==> src/design/sexpr_tok_pkg.sv <==
package sexpr_tok_pkg;

	// byte codes the lexer reacts to
	localparam logic [7:0] CH_NUL    = 8'h00;
	localparam logic [7:0] CH_TAB    = 8'h09;
	localparam logic [7:0] CH_LF     = 8'h0A;
	localparam logic [7:0] CH_VT     = 8'h0B;
	localparam logic [7:0] CH_FF     = 8'h0C;
	localparam logic [7:0] CH_CR     = 8'h0D;
	localparam logic [7:0] CH_SPACE  = 8'h20;
	localparam logic [7:0] CH_QUOTE  = 8'h22;
	localparam logic [7:0] CH_LPAREN = 8'h28;
	localparam logic [7:0] CH_RPAREN = 8'h29;
	localparam logic [7:0] CH_SEMI   = 8'h3B;
	localparam logic [7:0] CH_BSLASH = 8'h5C;

	// token kinds
	localparam logic [1:0] KIND_OPEN   = 2'd0;
	localparam logic [1:0] KIND_CLOSE  = 2'd1;
	localparam logic [1:0] KIND_STRING = 2'd2;
	localparam logic [1:0] KIND_SYMBOL = 2'd3;

	// result queue depth
	localparam int QDEPTH = 3;
	localparam int QPW    = $clog2(QDEPTH);
	localparam int QCW    = $clog2(QDEPTH + 1);

	// lexer mode, one-hot
	typedef enum logic [4:0] {
		M_IDLE    = 5'b00001,
		M_SEMI    = 5'b00010,
		M_COMMENT = 5'b00100,
		M_SYMBOL  = 5'b01000,
		M_STRING  = 5'b10000
	} lex_mode_t;

	// one result word
	typedef struct packed {
		logic [7:0] chr;
		logic [1:0] kind;
		logic       first;
		logic       last;
		logic       unterm;
		logic       run_last;
	} tok_res_t;

	// lexer to queue push group
	typedef struct packed {
		logic [1:0] n;
		tok_res_t   r0;
		tok_res_t   r1;
	} tok_push_t;

	function automatic logic is_blank(input logic [7:0] c);
		return c == CH_SPACE || c == CH_TAB || c == CH_LF || c == CH_VT ||
			c == CH_FF || c == CH_CR;
	endfunction

endpackage

==> src/design/sexpr_tokenizer_top.sv <==
// channel | valid     | stall     | payload
// source  | src_valid | src_stall | ch
// token   | tok_valid | tok_stall | out_char, token_kind, token_first,
//         |           |           | token_last, unterminated, run_last
//
// A text byte is registered on acceptance, runs through the lexer step once
// the queue has room and lands in a three-word result queue; one byte per
// cycle unless stalled. A byte yields zero, one or two words; output drains
// one word per cycle while tok_stall is low, so two-word bytes can stall the
// source. The source stalls only when the queue cannot take two more words.
// Reset puts the lexer between tokens with nothing held and the queue empty.
module sexpr_tokenizer_top (
	input  logic       clk,
	input  logic       arst_n,
	input  logic       src_valid,
	output logic       src_stall,
	input  logic [7:0] ch,
	output logic       tok_valid,
	input  logic       tok_stall,
	output logic [7:0] out_char,
	output logic [1:0] token_kind,
	output logic       token_first,
	output logic       token_last,
	output logic       unterminated,
	output logic       run_last
);
	import sexpr_tok_pkg::*;

	logic [7:0]     ch_s1;
	logic           vld_s1;
	logic           go;
	logic           pop;
	logic [QCW-1:0] count;
	tok_push_t      push;
	tok_res_t       head;
	lex_mode_t      mode;

	// room for two words, counting this cycle's pop
	assign pop       = tok_valid && !tok_stall;
	assign go        = vld_s1 && ((count <= QCW'(QDEPTH - 2)) ||
		(count == QCW'(QDEPTH - 1) && pop));
	assign src_stall = vld_s1 && !go;

	// input stage
	always_ff @(posedge clk or negedge arst_n) begin
		if (!arst_n)
			vld_s1 <= 1'b0;
		else if (!src_stall)
			vld_s1 <= src_valid;
	end

	always_ff @(posedge clk) begin
		if (src_valid && !src_stall)
			ch_s1 <= ch;
	end

	sexpr_tok_lex u_lex (
		.clk    (clk),
		.arst_n (arst_n),
		.go     (go),
		.ch_s1  (ch_s1),
		.push   (push),
		.mode   (mode)
	);

	sexpr_tok_outq u_outq (
		.clk    (clk),
		.arst_n (arst_n),
		.push   (push),
		.pop    (pop),
		.count  (count),
		.head   (head)
	);

	assign tok_valid    = count != '0;
	assign out_char     = head.chr;
	assign token_kind   = head.kind;
	assign token_first  = head.first;
	assign token_last   = head.last;
	assign unterminated = head.unterm;
	assign run_last     = head.run_last;

	// queue never overfills
	a_no_overflow: assert property (@(posedge clk) disable iff (!arst_n)
		count <= QCW'(QDEPTH))
		else $error("result queue overflow");

	// end of text always returns the lexer to idle
	a_eot_idle: assert property (@(posedge clk) disable iff (!arst_n)
		(go && ch_s1 == CH_NUL) |=> (mode == M_IDLE))
		else $error("lexer not idle after end of text");

	// parenthesis tokens are single bytes
	a_paren_single: assert property (@(posedge clk) disable iff (!arst_n)
		(tok_valid && (token_kind == KIND_OPEN || token_kind == KIND_CLOSE))
		|-> (token_first && token_last))
		else $error("paren token not a single byte");

	// an unterminated flag only sits on the last byte of a string
	a_unterm: assert property (@(posedge clk) disable iff (!arst_n)
		(tok_valid && unterminated) |-> (token_last && token_kind == KIND_STRING && run_last))
		else $error("bad unterminated flag");

endmodule

==> src/design/sexpr_tok_lex.sv <==
module sexpr_tok_lex (
	input  logic                    clk,
	input  logic                    arst_n,
	input  logic                    go,
	input  logic [7:0]              ch_s1,
	output sexpr_tok_pkg::tok_push_t push,
	output sexpr_tok_pkg::lex_mode_t mode
);
	import sexpr_tok_pkg::*;

	lex_mode_t  mode_q, mode_d;
	logic       esc_q, esc_d;
	logic       hv_q, hv_d;
	logic [7:0] hc_q, hc_d;
	logic [1:0] hk_q, hk_d;
	logic       hf_q, hf_d;

	tok_res_t   emit [2];
	logic [1:0] cnt;
	logic       sym_step;
	logic       paren;
	logic [1:0] pkind;

	assign paren = (ch_s1 == CH_LPAREN) || (ch_s1 == CH_RPAREN);
	assign pkind = (ch_s1 == CH_LPAREN) ? KIND_OPEN : KIND_CLOSE;

	// one lexer step on the staged byte
	always_comb begin
		emit[0]  = '0;
		emit[1]  = '0;
		cnt      = 2'd0;
		sym_step = 1'b0;
		mode_d   = mode_q;
		esc_d    = esc_q;
		hv_d     = hv_q;
		hc_d     = hc_q;
		hk_d     = hk_q;
		hf_d     = hf_q;
		if (ch_s1 == CH_NUL) begin
			// end of text: flush held byte, then back to reset state
			if (hv_q) begin
				emit[cnt[0]] = '{hc_q, hk_q, hf_q, 1'b1, mode_q == M_STRING, 1'b0};
				cnt = cnt + 2'd1;
			end
			hv_d   = 1'b0;
			esc_d  = 1'b0;
			mode_d = M_IDLE;
		end else begin
			case (mode_q)
				M_COMMENT: begin
					if (ch_s1 == CH_LF || ch_s1 == CH_CR)
						mode_d = M_IDLE;
				end
				M_SEMI: begin
					if (ch_s1 == CH_SEMI) begin
						hv_d   = 1'b0;
						mode_d = M_COMMENT;
					end else begin
						sym_step = 1'b1;
					end
				end
				M_SYMBOL: begin
					sym_step = 1'b1;
				end
				M_STRING: begin
					if (hv_q) begin
						emit[cnt[0]] = '{hc_q, hk_q, hf_q, 1'b0, 1'b0, 1'b0};
						cnt = cnt + 2'd1;
					end
					hv_d = 1'b0;
					if (esc_q) begin
						esc_d = 1'b0;
						hv_d  = 1'b1; hc_d = ch_s1; hk_d = KIND_STRING; hf_d = 1'b0;
					end else if (ch_s1 == CH_BSLASH) begin
						esc_d = 1'b1;
						hv_d  = 1'b1; hc_d = ch_s1; hk_d = KIND_STRING; hf_d = 1'b0;
					end else if (ch_s1 == CH_QUOTE) begin
						emit[cnt[0]] = '{ch_s1, KIND_STRING, 1'b0, 1'b1, 1'b0, 1'b0};
						cnt = cnt + 2'd1;
						mode_d = M_IDLE;
					end else begin
						hv_d = 1'b1; hc_d = ch_s1; hk_d = KIND_STRING; hf_d = 1'b0;
					end
				end
				default: begin
					// idle, and any stray code
					if (hv_q) begin
						emit[cnt[0]] = '{hc_q, hk_q, hf_q, 1'b1, 1'b0, 1'b0};
						cnt = cnt + 2'd1;
					end
					hv_d   = 1'b0;
					esc_d  = 1'b0;
					mode_d = M_IDLE;
					if (is_blank(ch_s1)) begin
						hv_d = 1'b0;
					end else if (paren) begin
						emit[cnt[0]] = '{ch_s1, pkind, 1'b1, 1'b1, 1'b0, 1'b0};
						cnt = cnt + 2'd1;
					end else if (ch_s1 == CH_QUOTE) begin
						hv_d = 1'b1; hc_d = ch_s1; hk_d = KIND_STRING; hf_d = 1'b1;
						mode_d = M_STRING;
					end else if (ch_s1 == CH_SEMI) begin
						hv_d = 1'b1; hc_d = ch_s1; hk_d = KIND_SYMBOL; hf_d = 1'b1;
						mode_d = M_SEMI;
					end else begin
						hv_d = 1'b1; hc_d = ch_s1; hk_d = KIND_SYMBOL; hf_d = 1'b1;
						mode_d = M_SYMBOL;
					end
				end
			endcase

			// symbol body, also a lone ';' that turned out to start a symbol
			if (sym_step) begin
				if (is_blank(ch_s1)) begin
					if (hv_q) begin
						emit[cnt[0]] = '{hc_q, hk_q, hf_q, 1'b1, 1'b0, 1'b0};
						cnt = cnt + 2'd1;
					end
					hv_d   = 1'b0;
					mode_d = M_IDLE;
				end else if (paren) begin
					if (hv_q) begin
						emit[cnt[0]] = '{hc_q, hk_q, hf_q, 1'b1, 1'b0, 1'b0};
						cnt = cnt + 2'd1;
					end
					emit[cnt[0]] = '{ch_s1, pkind, 1'b1, 1'b1, 1'b0, 1'b0};
					cnt = cnt + 2'd1;
					hv_d   = 1'b0;
					mode_d = M_IDLE;
				end else begin
					if (hv_q) begin
						emit[cnt[0]] = '{hc_q, hk_q, hf_q, 1'b0, 1'b0, 1'b0};
						cnt = cnt + 2'd1;
					end
					hv_d = 1'b1; hc_d = ch_s1; hk_d = KIND_SYMBOL; hf_d = 1'b0;
					mode_d = M_SYMBOL;
				end
			end
		end

		// mark the last word this byte produced
		if (cnt == 2'd1)
			emit[0].run_last = 1'b1;
		else if (cnt == 2'd2)
			emit[1].run_last = 1'b1;
	end

	assign push.n  = go ? cnt : 2'd0;
	assign push.r0 = emit[0];
	assign push.r1 = emit[1];
	assign mode    = mode_q;

	// lexer control state
	always_ff @(posedge clk or negedge arst_n) begin
		if (!arst_n) begin
			mode_q <= M_IDLE;
			esc_q  <= 1'b0;
			hv_q   <= 1'b0;
		end else if (go) begin
			mode_q <= mode_d;
			esc_q  <= esc_d;
			hv_q   <= hv_d;
		end
	end

	// held byte payload
	always_ff @(posedge clk) begin
		if (go) begin
			hc_q <= hc_d;
			hk_q <= hk_d;
			hf_q <= hf_d;
		end
	end

endmodule

==> src/design/sexpr_tok_outq.sv <==
module sexpr_tok_outq (
	input  logic                                clk,
	input  logic                                arst_n,
	input  sexpr_tok_pkg::tok_push_t            push,
	input  logic                                pop,
	output logic [sexpr_tok_pkg::QCW-1:0]       count,
	output sexpr_tok_pkg::tok_res_t             head
);
	import sexpr_tok_pkg::*;

	tok_res_t         mem_q [QDEPTH];
	logic [QPW-1:0]   rd_q, wr_q, wr1;
	logic [QCW-1:0]   cnt_q;
	logic [QCW:0]     cnt_n;

	function automatic logic [QPW-1:0] inc(input logic [QPW-1:0] p);
		return (p == QPW'(QDEPTH - 1)) ? '0 : p + 1'b1;
	endfunction

	assign wr1   = inc(wr_q);
	assign cnt_n = (QCW+1)'(cnt_q) + (QCW+1)'(push.n) - (QCW+1)'(pop);

	// pointers and fill count
	always_ff @(posedge clk or negedge arst_n) begin
		if (!arst_n) begin
			rd_q  <= '0;
			wr_q  <= '0;
			cnt_q <= '0;
		end else begin
			if (pop)
				rd_q <= inc(rd_q);
			if (push.n == 2'd1)
				wr_q <= wr1;
			else if (push.n == 2'd2)
				wr_q <= inc(wr1);
			cnt_q <= cnt_n[QCW-1:0];
		end
	end

	// word storage
	always_ff @(posedge clk) begin
		if (push.n != 2'd0)
			mem_q[wr_q] <= push.r0;
		if (push.n == 2'd2)
			mem_q[wr1] <= push.r1;
	end

	assign head  = mem_q[rd_q];
	assign count = cnt_q;

endmodule

==> config.mk <==
export PLATFORM = sky130hd
export DESIGN_NAME = sexpr_tokenizer_top
export DESIGN_NICKNAME = d
export VERILOG_FILES = /design/src/design/sexpr_tok_pkg.sv /design/src/design/sexpr_tokenizer_top.sv /design/src/design/sexpr_tok_lex.sv /design/src/design/sexpr_tok_outq.sv
export SDC_FILE = /design/constraint.sdc
export NUM_CORES = 1
export LEC_CHECK = 0
export BUFFER_PORTS_ARGS = -buffer_cell sky130_fd_sc_hd__buf_2
export CORE_ASPECT_RATIO = 1.2
export CORE_MARGIN = 8
export CORE_UTILIZATION = 48
export DETAILED_ROUTE_END_ITERATION = 10
export PLACE_DENSITY = 0.74
export SKIP_CTS_REPAIR_TIMING = 1
export SLEW_MARGIN = 10
export SYNTH_ARGS = -nofsm -noshare
export SYNTH_HDL_FRONTEND = slang
export SYNTH_SLANG_ARGS = --single-unit
export TNS_END_PERCENT = 20
==> constraint.sdc <==
create_clock -name clk -period 5.3 [get_ports clk]
set_clock_uncertainty 0.15 [all_clocks]
set_input_delay 0.265 -clock clk [delete_from_list [all_inputs] [get_ports clk]]
set_output_delay 0.265 -clock clk [all_outputs]
set_load 0.01 [all_outputs]
==> flow_summary.yaml <==
cells_and_area:
  most-common-layout-cells: "edfxtp_1, nand2_1, nor2_1"
  nNetsFinal: 504
  num_antenna_cells: 0
  layout-drive-gt1-share_pct: 20.16
  areaGrowthSynthToFinish_pct: 14.31
  final_common_cell: "edfxtp_1"
clock_tree:
  cts_root_buffer: "clkbuf_16"
  cts_tree: "built"
  cts.path.max_buffers: 2
  numClockSinks: 75
  clock_insertion_delay_worst_skew_ns: 0.35
  h-tree-depth: 3
  cts-buffers-inserted: 9
  clkTransAtPathRegs_ns: 0.06
yosys:
  yosys_register_bits: 75
  synthSimpleGateAreaFrac_pct: 18.41
  yosys.area_share.xor_xnor_pct: 0.9690
  synthMuxAreaShare_pct: 7.226
  synth_adder_area_share_pct: 3.045
  seq_area_frac_synth_pct: 48.31
  yosys_warnings: 0
  synthDistinctLibCells: 70
  syn_nets: 469
  synthesis.instances: 446
  asyncSetResetFlopFracSynth_pct: 18.67
  synth_enable_flop_cells: 61
  ys_flop_type: "edfxtp_1"
  synth_compound_area_share_pct: 18.08
  synth.cell_area_um2: 4519
  syn_avg_cell_area_um2: 10.13
  largest_family_of_logic_cells_by_synthesized_area: "simple AND/OR/NAND/NOR gates"
route:
  antenna_viol_nets_final: 0
  route.final.wire_length_mm: 10.47
  drt-vias-per-instance: 5.862
  vias: 3570
  drt_iter0_markers: 312
  drt-wirelength-per-cell_um: 17.19
  detail_route.drc_violations: 0
  drt-pass1-iter-count: 4
timing:
  finalSetupTns_ns: 0
  finalWorstPathRequiredPeriod_ns: 4.886
  max_clock_freq_mhz: 204.7
  slew_at_the_pin_closest_to_its_max_slew_limit_ns: 0.8661
  final_worst_hold_slack_ns: 0.1025
  finalHoldViolations: 0
  timing.final.setup_violations: 0
  max_transition_viols_final: 0
  finalCritPeriodShare_pct: 92.19
  worst_slew_margin_rel_pct: 42.26
grt:
  antenna_found_initial: 0
  grt_first_pass_wirelength_mm: 17.37
  grt-ovfl-total: 0
  grt_start_max_net_pins: 31
  vias_in_the_first_global_route: 3546
  grt_use_total_pct: 17.00
pwr:
  seqPwrFrac_pct: 38.2
  pwr_density_cell_nw_per_um2: 549.6
  power.clock.fraction_pct: 20.7
  power.leakage_nw: 2.042
  pwr-share-comb_pct: 41.1
  ir_worst_vdd_uv: 196.4
  power.internal_w: 0.001720
  power.switching_fraction_pct: 39.43
  total_switching_power_w: 0.001120
worst_setup_path:
  setup.worst_path.end_class: "flop"
  timing.critical_path.fanout_max: 10
  crit-reg2reg-capture: "u_outq.mem_q[1][9]$_DFFE_PP_"
  critical_r2r_launch: "ch_s1[2]$_DFFE_PP_"
  reg2reg_slack_ns: 0.41
  critical_path_class: "flop to flop"
  timing.critical_path.to: "u_outq.mem_q[1][9]$_DFFE_PP_"
  cp_data_arrival_time_ns: 4.83
  worstSetupStartpointType: "flop"
  ff2ff_path_depth: 15
  crit_start: "ch_s1[2]$_DFFE_PP_"
  critical_path_required_ns: 5.25
floorplan:
  placeableCoreArea_um2: 9320
  floorplan.die.height_um: 122.3
  die_w_um: 104.6
  initial_utilization_pct: 48.49
  row_count: 39
  io_pins: 28
  dieArea_um2: 12790
placement:
  detailed_placement_hpwl_mm: 7.505
  port_buffers: 27
  place_congestion: 0.9025
run_status:
  outcome: "completed"
min_path:
  hold_path.class: "primary input to flop"
run:
  maxCapViolations: 0
==> metrics by stage <==
| stage | instance area, µm² | setup slack [ns] | total power [W] | util [%] | instances |
|---|---|---|---|---|---|
| 2_1_floorplan | 4519 | 0.4909 | 0.001912 | - | 446 |
| 3_3_place_gp | 4775 | 0.6436 | 0.002225 | 51.23 | 583 |
| 3_5_place_dp | 4775 | 0.3935 | 0.002253 | 51.23 | 583 |
| 4_1_cts | 5057 | 0.3787 | 0.002842 | 54.26 | 599 |
| 5_1_grt | 5166 | -0.02489 | 0.003042 | 55.43 | 609 |
| 6_report | 5166 | 0.4141 | 0.002839 | 55.43 | 609 |
==> area by class of cell <==
class	instances	area [µm²]
Multi-Input combinational cell	331	2176
Clock inverter	7	57.56
Clock buffer	9	225.2
Fill cell	803	4154
Inverter	18	67.56
Sequential cell	75	2183
Tap cell	123	153.9
Timing Repair Buffer	46	302.8
==> how the worst min path moves through the flow <==
stage	to	cells after the start	startpoint
after detailed placement	u_outq.rd_q[1]$_DFFE_PN0P_	1	arst_n
after CTS	u_lex.esc_q$_DFFE_PN0P_	1	arst_n
final	vld_s1$_DFFE_PN0N_	3	tok_stall
after global routing	vld_s1$_DFFE_PN0N_	3	tok_stall
after global placement	u_outq.rd_q[1]$_DFFE_PN0P_	1	arst_n
after floorplan	u_lex.esc_q$_DFFE_PN0P_	0	arst_n
==> power by group through the flow <==
stage	Sequential (W)	Combinational [W]	Clock (W)
6_report	0.00108	0.00117	0.000588
5_1_grt	0.00112	0.00130	0.000620
4_1_cts	0.00109	0.00116	0.000593
3_5_place_dp	0.00110	0.00115	0
3_3_place_gp	0.00109	0.00114	0
2_1_floorplan	0.000997	0.000915	0
==> routing by layer <==
layer  track usage, %  routed length [µm]  up-vias
met1            19.36                4414     1738
li1                 -                   -     1710
met2            29.77                5245      101
met4            8.400                 231        0
met5                0                   0        -
met3            3.834                 574       21
==> flip-flops by register name, summed over array words and instances (netlist names), 2 cells and up <==
signal	cells
u_outq.count	2
u_lex.hk_q	2
u_outq.rd_q	2
ch_s1	8
u_outq.wr_q	2
u_outq.mem_q	42
u_lex.hc_q	8
u_lex.mode	5
==> worst max-delay path, cell delays in order, from the launching register on <==
cell,delay [ns]
edfxtp_1,0.54
nor4b_2,0.36
nand3_1,0.26
inv_1,0.18
ha_1,0.16
inv_1,0.09
o31ai_1,0.43
o21ai_0,0.19
a21oi_1,0.26
ha_1,0.29
nor3b_2,0.20
o21ai_2,0.11
a21oi_2,0.23
ha_1,0.28
or3b_2,0.60
mux2_2,0.32
==> synthesized netlist by cell type (5+ instances only) <==
library cell  count  area (µm²)
o21ai_0          33       165.2
mux2_2           13       146.4
and2_1            7       43.79
nand2_1          56       210.2
nor3_1           10       50.05
nor2_1           41       153.9
nand3_1           8       40.04
ha_1             11       137.6
nand3b_1          6       45.04
inv_1            18       67.56
clkbuf_1         15       56.30
edfxtp_1         61        1832
nand2b_1          7       43.79
o31ai_1           7       52.55
mux2i_1          18       180.2
a22o_1            5       43.79
dfrtp_1          13       325.3
a21oi_1          28       140.1
a21o_1            5       37.54
==> cell families after synthesis <==
family | count (synthesis)
AO/OA/AOI/OAI | 118
XOR/XNOR | 5
adder cells (fa/ha/maj) | 11
buffers and inverters | 40
flip-flops | 75
multiplexers | 31
AND/OR/NAND/NOR | 166
Power figures use the tool's default switching activity.
